File: src/hw/rtl/p80enc_pkg.sv
// Package for the PRESENT-80 encryption core: block/key widths, the stage
// data type and the S-box, permutation and key-schedule functions.
// No dependencies.
`timescale 1ns / 1ps
`default_nettype none

package p80enc_pkg;

  localparam int unsigned BLK_W  = 64;
  localparam int unsigned KEY_W  = 80;
  localparam int unsigned CNT_W  = 5;
  localparam int unsigned ADDR_W = 4;
  localparam int unsigned DATA_W = 64;
  localparam int unsigned KLO_W  = 16;

  // Register select is address bit 3 (registers sit at 8-byte spacing).
  localparam logic REG_KEY_HIGH = 1'b0;
  localparam logic REG_KEY_LOW  = 1'b1;

  typedef logic [3:0] nib_t;

  typedef struct packed {
    logic [BLK_W-1:0] state;
    logic [KEY_W-1:0] key;
  } blk_t;

  localparam nib_t SBOX [16] = '{
    4'hC, 4'h5, 4'h6, 4'hB, 4'h9, 4'h0, 4'hA, 4'hD,
    4'h3, 4'hE, 4'hF, 4'h8, 4'h4, 4'h7, 4'h1, 4'h2
  };

  function automatic logic [BLK_W-1:0] sub_layer(input logic [BLK_W-1:0] s);
    logic [BLK_W-1:0] r;
    r = '0;
    for (int n = 0; n < 16; n++) begin
      r[4*n +: 4] = SBOX[s[4*n +: 4]];
    end
    return r;
  endfunction

  // Bit i moves to 16*i mod 63; bit 63 stays.
  function automatic logic [BLK_W-1:0] perm_layer(input logic [BLK_W-1:0] s);
    logic [BLK_W-1:0] r;
    r = '0;
    for (int i = 0; i < 63; i++) begin
      r[(16 * i) % 63] = s[i];
    end
    r[63] = s[63];
    return r;
  endfunction

  // Rotate left 61, S-box the top nibble, fold the round counter into 19..15.
  function automatic logic [KEY_W-1:0] round_key_step(input logic [KEY_W-1:0] k,
                                                     input logic [CNT_W-1:0] cnt);
    logic [KEY_W-1:0] r;
    r = {k[18:0], k[79:19]};
    r[79:76] = SBOX[r[79:76]];
    r[19:15] = r[19:15] ^ cnt;
    return r;
  endfunction

endpackage

`default_nettype wire

File: src/hw/rtl/p80enc_round.sv
// One registered PRESENT round: key XOR, S-box layer, permutation, and the
// key-schedule step for round RND. Uses p80enc_pkg.
`timescale 1ns / 1ps
`default_nettype none

module p80enc_round #(
  parameter int unsigned RND = 1
) (
  input  wire logic               clk,
  input  wire logic               rst_n,
  input  wire logic               en,
  input  wire logic               vld_in,
  input  wire p80enc_pkg::blk_t   blk_in,
  output logic                    vld_r,
  output p80enc_pkg::blk_t        blk_r
);
  import p80enc_pkg::*;

  localparam logic [CNT_W-1:0] RND_CNT = CNT_W'(RND);

  logic vld_nxt;
  blk_t blk_nxt;

  always_comb begin
    vld_nxt       = vld_in;
    blk_nxt.state = perm_layer(sub_layer(blk_in.state ^ blk_in.key[KEY_W-1 -: BLK_W]));
    blk_nxt.key   = round_key_step(blk_in.key, RND_CNT);
  end

  always_ff @(posedge clk) begin
    if (!rst_n) begin
      vld_r <= 1'b0;
    end else if (en) begin
      vld_r <= vld_nxt;
    end
  end

  // Data needs no reset; hold while stalled.
  always_ff @(posedge clk) begin
    if (en) begin
      blk_r <= blk_nxt;
    end
  end

endmodule

`default_nettype wire

File: config.mk
export PLATFORM = sky130hd
export DESIGN_NAME = p80enc_round
export DESIGN_NICKNAME = d
export VERILOG_FILES = /design/src/hw/rtl/p80enc_pkg.sv /design/src/hw/rtl/p80enc_round.sv
export SDC_FILE = /design/constraint.sdc
export NUM_CORES = 1
export LEC_CHECK = 0
export BUFFER_PORTS_ARGS = -buffer_cell sky130_fd_sc_hd__buf_2
export CORE_MARGIN = 2
export CORE_UTILIZATION = 31
export CTS_CLUSTER_SIZE = 12
export DETAILED_ROUTE_END_ITERATION = 8
export GPL_ROUTABILITY_DRIVEN = 1
export PLACE_DENSITY = 0.55
export REMOVE_ABC_BUFFERS = 1
export SLEW_MARGIN = 20
export SYNTH_ARGS = -nofsm -noshare
export SYNTH_HDL_FRONTEND = slang
export SYNTH_SLANG_ARGS = --single-unit
File: constraint.sdc
create_clock -name clk -period 2 [get_ports clk]
set_input_delay 0.6 -clock clk [delete_from_list [all_inputs] [get_ports clk]]
set_output_delay 0.6 -clock clk [all_outputs]
set_load 0.005 [all_outputs]
## Word level (Yosys, flattened, before mapping)

Memory sizes are Yosys's and may differ from the RTL's. A register that Yosys moved wholly into a read port is not among the register bits.
Cells that the tools add are included.

- Register bits after elaboration: 81
- ROM bits: 1088
- Input bits: 148
- Word-level logic and storage cells: 41
- Memories kept: 17

Memories:

| memory | depth | width | read ports | clocked after Yosys merged registers in | wr ports | line | source |
|---|---|---|---|---|---|---|---|
| (no name shown) | 16 | 4 | 1 | 1 | 0 | p80enc_pkg.sv:57 | `r[79:76] = SBOX[r[79:76]];` |
| (no name shown) | 16 | 4 | 1 | 1 | 0 | p80enc_pkg.sv:36 | `r[4*n +: 4] = SBOX[s[4*n +: 4]];` |
| (no name shown) | 16 | 4 | 1 | 1 | 0 | p80enc_pkg.sv:36 |  |
| (no name shown) | 16 | 4 | 1 | 1 | 0 | p80enc_pkg.sv:36 |  |
| (no name shown) | 16 | 4 | 1 | 1 | 0 | p80enc_pkg.sv:36 |  |
| (no name shown) | 16 | 4 | 1 | 1 | 0 | p80enc_pkg.sv:36 |  |
| +11 memories | - | - | - | - | - | - |  |

- Magnitude comparators: 1
- Mux-type cells: 2
- Bitwise logic cells: 19

Operator list:

| cell | number |
|---|---|
| $not 4->5 | 17 |
| $xor 64x64->64 | 1 |
| $mux 4 | 2 |
| $ge 5x5->1 const B | 1 |
| $not 1->1 | 1 |

## Longest topological paths before layout

Gate-level depths: netlist (run 1).

- Depth in word-level cells: 4
- Gate-level depth with buffers: 6
- Depth with buffers taken out: 6

## Least setup slack after synthesis (run 1)

Ideal clock, no wire load.

- Kind: input-to-reg
- Start point: input blk_in[17] (netlist name)
- End point: register blk_r[112] (netlist name)
- Library setup time: 0.272 ns
- Arrival time: 1.775 ns
- Slack: -0.047 ns
- Cell stages on the path: 5
- Cells stage by stage: buf_6 xnor2_1 inv_1 ha_1 mux4_2

- Cells in the longest elaborated chain, start to end: 2

RTL lines:

| item | line | source |
|---|---|---|
| start: declaration | p80enc_round.sv:13 | `input wire p80enc_pkg::blk_t blk_in,` |
| $xor 64x64->64 | p80enc_round.sv:26 | `blk_nxt.state = perm_layer(sub_layer(blk_in.state ^ blk_in.key[KEY_W-1 -: BLK_W]));` |
| $not 4->5 (not written as such) | p80enc_pkg.sv:36 |  |

No other way between the ends.
A chain may end at the register's enable or synchronous reset.

## Worst setup path in the final report (run 1)

- Start point: input blk_in[21] (netlist name)
- End point: register blk_r[81] (netlist name)

- Cells in the longest elaborated chain, start to end: 2

RTL lines:

| item | line |
|---|---|
| $xor 64x64->64 | p80enc_round.sv:26 |
| $not 4->5 (not written as such) | p80enc_pkg.sv:36 |

No other way between the ends.

==> flow_summary.ini, run 1 <==
[run_status]
outcome = finished clean

[cells_and_area]
area_growth_syn_to_layout_pct = 40.8
multi_input_area_um2 = 3080
layout_common_cells = buf_2, edfxtp_1, buf_4
antenna_cells = 0
regArea_um2 = 4340
final_util_pct = 44.6
drive_gt1_share_pct = 51.4
mostFrequentLayoutCell = buf_2
fin_cells = 1234
fill_cells = 2256
final_nets = 1098
design_area_um2 = 10800

[detailed_routing]
wl_per_cell_um = 14.0
ant_nets = 0
routed_wl_um = 17200
post_drt_via_cell_ratio = 4.28
firstDrtPassIters = 4
remaining_drc_errors = 0
first_iter_violations = 265
vias = 5279

[worst_setup_path]
cp_num_buf_inv = 2
cp-end-kind = flip-flop
cp_data_required_time_ns = 2.17
path_common_cell = mux2_2
path_delay_family = multiplexers
crit_chain = buf_2 > xnor2_1 > inv_1 > ha_1 > mux2_2 > mux2_2
crit_slowest_cell = xnor2_1
cp-start-kind = input port
cp_data_arrival_time_ns = 1.95
slowest_delay_ns = 0.35
cp_num_cells = 6
criticalPathCategory = input port to flip-flop
path_max_fanout = 5
rr_worst_depth = 2

[synthesis]
synth.distinct_cells = 37
yosys-top-cells-area = edfxtp_1, ha_1, mux2i_1
synth_top_area_cell = edfxtp_1
synth_cells = 496
synth_top_area_share_pct = 56.2
ys_ff_latch = 145
yosys_warnings = 0
seq_area_frac_synth_pct = 56.5
synth.avg_cell_area_um2 = 15.5
syn_area_um2 = 7690

[placement]
place_worst_setup_slack_ns = -0.260
dp.cells = 1202
io_buffers = 292
dp_hpwl_um = 13700
gp_congestion = 0.770
place_area_um2 = 10300

[pwr]
cellPowerDensity_nw_per_um2 = 843
ir_worst_vdd_mv = 0.408
p_leak_nw = 4.87

[die]
ios = 293
die_height_um = 162
num_rows = 57
die_area_um2 = 26100
initial_core_util_pct = 31.6
die_w_um = 162
core-area_um2 = 24300

[grt]
overflow = 0
grt_pass1_wl_um = 27400
antenna_found_initial = 0
grt_pass1_vias = 5464
grt_max_degree = 55
track_usage_pct = 13.3

[timing]
max_slew_margin_pct = 70.7
fmax_ghz = 0.560
worst_pin_slew_ns = 0.438
rsz0062_at_grt = no
fin_skew_ns = 0
setup_violations = 0
period_minus_slack_ns = 1.78
whs_ns = 0.347
finalMaxSlewViolations = 0
worst_slack_ns = 0.215
finalCritPeriodShare_pct = 89.2
hold_viol = 0

[clock_network]
postCtsSetupBuffers = 0
cts_buffer_depth = 2
ctsHoldBuffers = 0
cts_tree = yes
numCtsBuffers = 17
path_clk_slew_ns = 0.07
root_buffer = clkbuf_16
clk_latency_ns = 0.42
ctsResizeCount = 0
htreeDepth = 4
clkSinkCount = 145

[job]
cap_violations = 0

[worst_hold_path]
hp-class = input port to flip-flop
min_path_cells = 1
-- cell families after synthesis --
group | Yosys count | share of synthesized area, %
AND/OR/NAND/NOR | 29 | 1.90
flip-flops | 145 | 56.5
AO/OA/AOI/OAI | 48 | 4.72
adder cells (fa/ha/maj) | 53 | 8.62
multiplexers | 67 | 12.5
buffers and inverters | 70 | 3.56
XOR/XNOR | 84 | 12.2
-- sequential cells by signal, summed over array words and instances, names as in the netlist --
signal,cells
blk_r,144
vld_r,1
-- power by group --
group | total [mW] | switching [mW] | internal, mW
sequential | 3.89 | 0.0819 | 3.81
combinational | 2.15 | 1.00 | 1.15
clock | 3.09 | 1.39 | 1.70
total | 9.13 | 2.47 | 6.66
-- Yosys cell counts (all sizes together) --
library cell  number
inv               68
or2                1
o21a               2
mux4              21
dfxtp              1
or3                1
buf                2
a311oi             1
a211oi             2
nor3               6
nand2              4
xnor2             50
xor2              34
edfxtp           144
o21ai             17
a221oi             2
o2bb2ai            1
nor2b              2
nor3b              1
and3               1
mux2i             41
o211ai            10
o221a             11
o21bai             1
o22ai              1
mux2               5
nor2               2
nand3             11
ha                53
-- cell type report --
| class | count | area share (%) |
|---|---|---|
| Inverter | 68 | 2.36 |
| Clock buffer | 19 | 4.18 |
| Tap cell | 324 | 3.74 |
| Multi-Input combinational cell | 281 | 28.4 |
| Sequential cell | 145 | 40.1 |
| Timing Repair Buffer | 384 | 20.2 |
| Clock inverter | 13 | 1.09 |
-- routing by layer --
metal	share of wire, %	global-route usage (%)
met5	0	0
met4	1.3	4.42
met3	6.6	3.65
met2	51	23.9
met1	41	15.4
-- path summary, 6_finish.rpt --
kind | start | endpoint | slack (ns)
max | blk_in[21] | blk_r[81]$_DFFE_PP_ | 0.22
min | blk_in[14] | blk_r[75]$_DFFE_PP_ | 0.35
max reg2reg | vld_r$_SDFFE_PN0P_ | vld_r$_SDFFE_PN0P_ | 1.41
min reg2reg | vld_r$_SDFFE_PN0P_ | vld_r$_SDFFE_PN0P_ | 0.53
-- stage by stage --
stage	power (mW)	setup TNS, ns
final	9.13	0
after global routing	9.65	0
after CTS	9.31	0
after detailed placement	6.15	-2.60
after global placement	6.13	-2.21
after floorplan	4.99	0
No activity file was read; power rests on OpenSTA's default activity.
==> inputs of run 2 (changes only) <==
- CORE_ASPECT_RATIO: default -> 0.9
- RECOVER_POWER: default -> 100
==> flow_summary.ini, run 2 (synthesis results as in run 1) <==
[cells_and_area]
mostFrequentLayoutCell = clkbuf_1
antenna_cells = 0
drive_gt1_share_pct = 31.6
largest_register_ffs = 144
final_nets = 1098
area_growth_syn_to_layout_pct = 36.5
layout_common_cells = clkbuf_1, edfxtp_1, buf_2
top_register = blk_r
top_regs = blk_r (144), vld_r (1)
final_util_pct = 43.2

[pwr]
power.share.switching_pct = 28.0
p_leak_nw = 4.33
switching_power_mw = 2.51
combPwrFrac_pct = 22.8
seq_power_share_pct = 43.4
clkPwrFrac_pct = 33.8
ir_worst_vdd_mv = 0.363
power_mw = 8.98
p_int_mw = 6.47
cellPowerDensity_nw_per_um2 = 855

[worst_setup_path]
path_delay_family = multiplexers
cp-start-kind = input port
cp_num_buf_inv = 2
cp_data_required_time_ns = 2.15
cp-end-kind = flip-flop
slowest_delay_ns = 0.47
cp_data_arrival_time_ns = 1.95
crit_slowest_cell = mux4_2
crit_chain = clkbuf_1 > xnor2_1 > inv_1 > ha_1 > mux4_2
criticalPathCategory = input port to flip-flop
path_max_fanout = 4

[grt]
overflow = 0
track_usage_pct = 13.8
grt_pass1_vias = 5431
grt_pass1_wl_um = 27900
antenna_found_initial = 6
grt_max_degree = 35

[clock_network]
ctsHoldBuffers = 0
clk_latency_ns = 0.42
clkSinkCount = 145
root_buffer = clkbuf_16
htreeDepth = 4
path_clk_slew_ns = 0.07
cts_tree = yes
cts_buffer_depth = 2
postCtsSetupBuffers = 0
ctsResizeCount = 0
numCtsBuffers = 17

[timing]
max_slew_margin_pct = 43.8
fmax_ghz = 0.556
rsz0062_at_grt = no
finalCritPeriodShare_pct = 89.9
hold_viol = 0
period_minus_slack_ns = 1.80
setup_violations = 0
finalMaxSlewViolations = 0
fin_skew_ns = 0
worst_pin_slew_ns = 0.842

[die]
die_area_um2 = 26100
die_w_um = 170
core-area_um2 = 24300
die_height_um = 153
num_rows = 54
initial_core_util_pct = 31.6
ios = 293

[worst_hold_path]
hp-class = input port to flip-flop

[detailed_routing]
vias = 5401
first_iter_violations = 265
remaining_drc_errors = 0
routed_wl_um = 17900
wl_per_cell_um = 14.7
firstDrtPassIters = 4
post_drt_via_cell_ratio = 4.43
ant_nets = 0

[placement]
gp_congestion = 0.788
io_buffers = 292
dp_hpwl_um = 14100

[job]
cap_violations = 0

[run_status]
outcome = finished clean
## run 2: cell count changes in the layout (fill, tap and decap cells not counted), sizes merged
| cell | before | now |
|---|---|---|
| buf | 384 | 179 |
| clkbuf | 19 | 222 |
| clkinvlp | 1 | 4 |
| inv | 75 | 74 |
## run 2: area by class of cell
type | instances | area, um2
sequential | 145 | 4340
tap | 308 | 385
multi-input combinational | 281 | 3050
fill | 2395 | 13800
inverter | 68 | 255
timing repair buffer | 384 | 1920
clock inverter | 15 | 125
clock buffer | 17 | 425
## run 2: final timing paths
kind,to,depth (start not counted),slack [ns],start
max,blk_r[117]$_DFFE_PP_,5,0.20,blk_in[36]
min,blk_r[72]$_DFFE_PP_,1,0.35,blk_in[11]
max reg2reg,vld_r$_SDFFE_PN0P_,2,1.41,vld_r$_SDFFE_PN0P_
min reg2reg,vld_r$_SDFFE_PN0P_,2,0.51,vld_r$_SDFFE_PN0P_
## run 2: layer usage
metal / up-vias / part of all wire, % / wire, um / GRT usage (%)
li1: 2649 / - / - / -
met1: 2521 / 42 / 7490 / 16.3
met2: 185 / 47 / 8430 / 22.7
met3: 34 / 8.9 / 1590 / 5.90
met4: 12 / 1.8 / 325 / 4.23
met5: - / 0.47 / 84 / 0
## run 2: power groups by stage
| stage | clock (mW) | sequential [mW] | combinational [mW] |
|---|---|---|---|
| 3_3_place_gp | 0 | 3.95 | 2.19 |
| 3_5_place_dp | 0 | 3.95 | 2.21 |
| 6_report | 3.04 | 3.90 | 2.05 |
| 2_1_floorplan | 0 | 4.02 | 0.972 |
| 4_1_cts | 3.14 | 3.89 | 2.21 |
| 5_1_grt | 3.27 | 3.94 | 2.30 |
## run 2: stage by stage
step	hold WS [ns]	TNS [ns]	instance area (um2)	cells	setup slack (ns)
2_1_floorplan	0.507	0	7680	494	0.0288
3_3_place_gp	0.496	-2.18	10200	1186	-0.245
3_5_place_dp	0.506	-2.69	10200	1186	-0.234
4_1_cts	0.329	0	10800	1218	0.213
5_1_grt	0.328	0	10500	1218	0.0937
6_report	0.353	0	10500	1218	0.202
==> inputs of run 3 (changes only) <==
- ABC_AREA: default -> 1
- CORE_ASPECT_RATIO: 0.9 -> default
- CTS_CLUSTER_SIZE: 12 -> 28
- PLACE_DENSITY: 0.55 -> 0.54
==> flow_summary.ini, run 3 <==
[run_status]
outcome = finished clean

[worst_setup_path]
r2r_start = vld_r$_SDFFE_PN0P_
path_common_cell = nand2_1
criticalPathCategory = input port to flip-flop
rr_worst_depth = 2
cp_data_arrival_time_ns = 1.84
r2r-end = vld_r$_SDFFE_PN0P_
path_delay_family = buffers and inverters
cp-start-kind = input port
cp_data_required_time_ns = 2.18
cp-end-kind = flip-flop
crit_slowest_cell = ha_1
crit_chain = clkbuf_1 > inv_1 > nand2_1 > nand2_2 > ha_1 > nand3_1 > nand2_1 > inv_1 > nand2_1 > nand2_1
crit_start = blk_in[17]
slowest_delay_ns = 0.31
cp_num_buf_inv = 3
path_max_fanout = 10
r2r_slack_ns = 1.33

[detailed_routing]
wl_per_cell_um = 11.8
routed-wl-met2_um = 10100
first_iter_violations = 303
remaining_drc_errors = 0
wl_met1_um = 9350
ant_nets = 0
vias = 7474
routed_wl_um = 21100
route.met3.wl_um = 1430
top_layer = met5
firstDrtPassIters = 4
post_drt_via_cell_ratio = 4.19

[cells_and_area]
layout_common_cells = nand2_1, inv_1, clkbuf_1
largest_register_ffs = 144
top_regs = blk_r (144), vld_r (1)
fin_cells = 1783
area_growth_syn_to_layout_pct = 28.9
mostFrequentLayoutCell = nand2_1
drive_gt1_share_pct = 13.5
antenna_cells = 0
final_nets = 1599
design_area_um2 = 11100
top_register = blk_r

[die]
core-area_um2 = 27100
num_rows = 60
die_w_um = 170
ios = 293
initial_core_util_pct = 31.7
die_area_um2 = 29000
die_height_um = 170

[timing]
hold_viol = 0
period_minus_slack_ns = 1.66
finalMaxSlewViolations = 0
setup_violations = 0
whs_ns = 0.357
rsz0062_at_grt = no
worst_pin_slew_ns = 1.03
max_slew_margin_pct = 31.1
fmax_ghz = 0.601
fin_tns_setup_ns = 0
fin_skew_ns = 0
finalCritPeriodShare_pct = 83.2

[grt]
track_usage_pct = 14.6
grt_pass1_wl_um = 33500
antenna_found_initial = 3
overflow = 0
grt_max_degree = 45
grt_pass1_vias = 6940

[synthesis]
async_flop_share_pct = 0
ys_ff_latch = 145
synth_most_common_cell = nand2_1
synth.distinct_cells = 19
synthFlopType = edfxtp_1
yosys_warnings = 0
syn_area_um2 = 8580
synth.avg_cell_area_um2 = 8.04
synthTopCellsByCount = nand2_1, inv_1, edfxtp_1
seq_area_frac_synth_pct = 50.6
synth-edff-count = 144
synth_top_area_share_pct = 50.4
synth_top_area_cell = edfxtp_1
yosys-top-cells-area = edfxtp_1, nand2_1, inv_1
synth_cells = 1067

[placement]
place_area_um2 = 10700
dp_hpwl_um = 16500
dp.cells = 1751
gp_congestion = 0.799
io_buffers = 292

[worst_hold_path]
hold_end = blk_r[67]$_DFFE_PP_
min_path_cells = 1
min_from = blk_in[6]
hp-class = input port to flip-flop

[clock_network]
numCtsBuffers = 17
clkSinkCount = 145
cts_buffer_depth = 2
postCtsSetupBuffers = 0
clk_latency_ns = 0.41
root_buffer = clkbuf_16
htreeDepth = 4
cts_tree = yes
path_clk_slew_ns = 0.07
ctsResizeCount = 0
ctsHoldBuffers = 0

[pwr]
ir_worst_vdd_mv = 0.393
cellPowerDensity_nw_per_um2 = 820
p_leak_nw = 5.70

[job]
cap_violations = 0
run 3: cell types whose count changed after synthesis, sizes merged, moves of 6 or more:
cell / change
o211ai: -10
xnor2: -32
mux4: -21
inv: +112
nor3: -6
o221a: -11
o21ai: -11
nand3: +60
xor2: -34
mux2i: -41
nor2: +59
nand2: +521
run 3: routing by layer:
metal / track usage (%) / vias to the layer above
li1: - / 3980
met5: 0 / -
met3: 4.81 / 14
met4: 3.31 / 2
met2: 25.6 / 187
met1: 17.4 / 3291
run 3: cells by family after synthesis:
group	synth area share [%]
buf+inv	8.00
fa+ha+maj	7.73
flops	50.6
xor+xnor	2.71
compound gates	0.773
simple gates	30.2
run 3: where the power goes:
part           switching, mW  internal, mW  leakage (nW)
Combinational           1.08         0.663          3.99
Clock                   1.39          2.11         0.296
Sequential            0.0832          3.75          1.42
run 3: area by class of cell:
type | instances | area, um2
inverter | 180 | 676
sequential | 145 | 4340
clock inverter | 14 | 201
clock buffer | 18 | 429
fill | 2792 | 16000
timing repair buffer | 313 | 1400
multi-input combinational | 741 | 3550
tap | 372 | 465
run 3: through the flow:
stage | setup WS [ns] | power [mW] | utilization [%]
final | 0.336 | 9.07 | 40.8
after global routing | 0.206 | 9.63 | 40.8
after CTS | 0.365 | 9.31 | 41.8
after detailed placement | 0.0435 | 5.74 | 39.5
after global placement | 0.0684 | 5.72 | 39.5
after floorplan | 0.308 | 4.86 | -
run 3: worst max path at each step:
stage	end	slack [ns]	depth (start not counted)
4_1_cts	blk_r[61]	0.37	1
6_report	blk_r[128]$_DFFE_PP_	0.34	10
5_1_grt	vld_r$_SDFFE_PN0P_	0.21	4
3_5_place_dp	blk_r[142]$_DFFE_PP_	0.04	10
2_1_floorplan	blk_r[134]$_DFFE_PP_	0.31	9
3_3_place_gp	blk_r[142]$_DFFE_PP_	0.07	10
run 3: worst register-to-register path: cells and delay by family (launching register included):
kind	cells	cell delay, ns
flip-flops	1	0.30
AO/OA/AOI/OAI	2	0.22
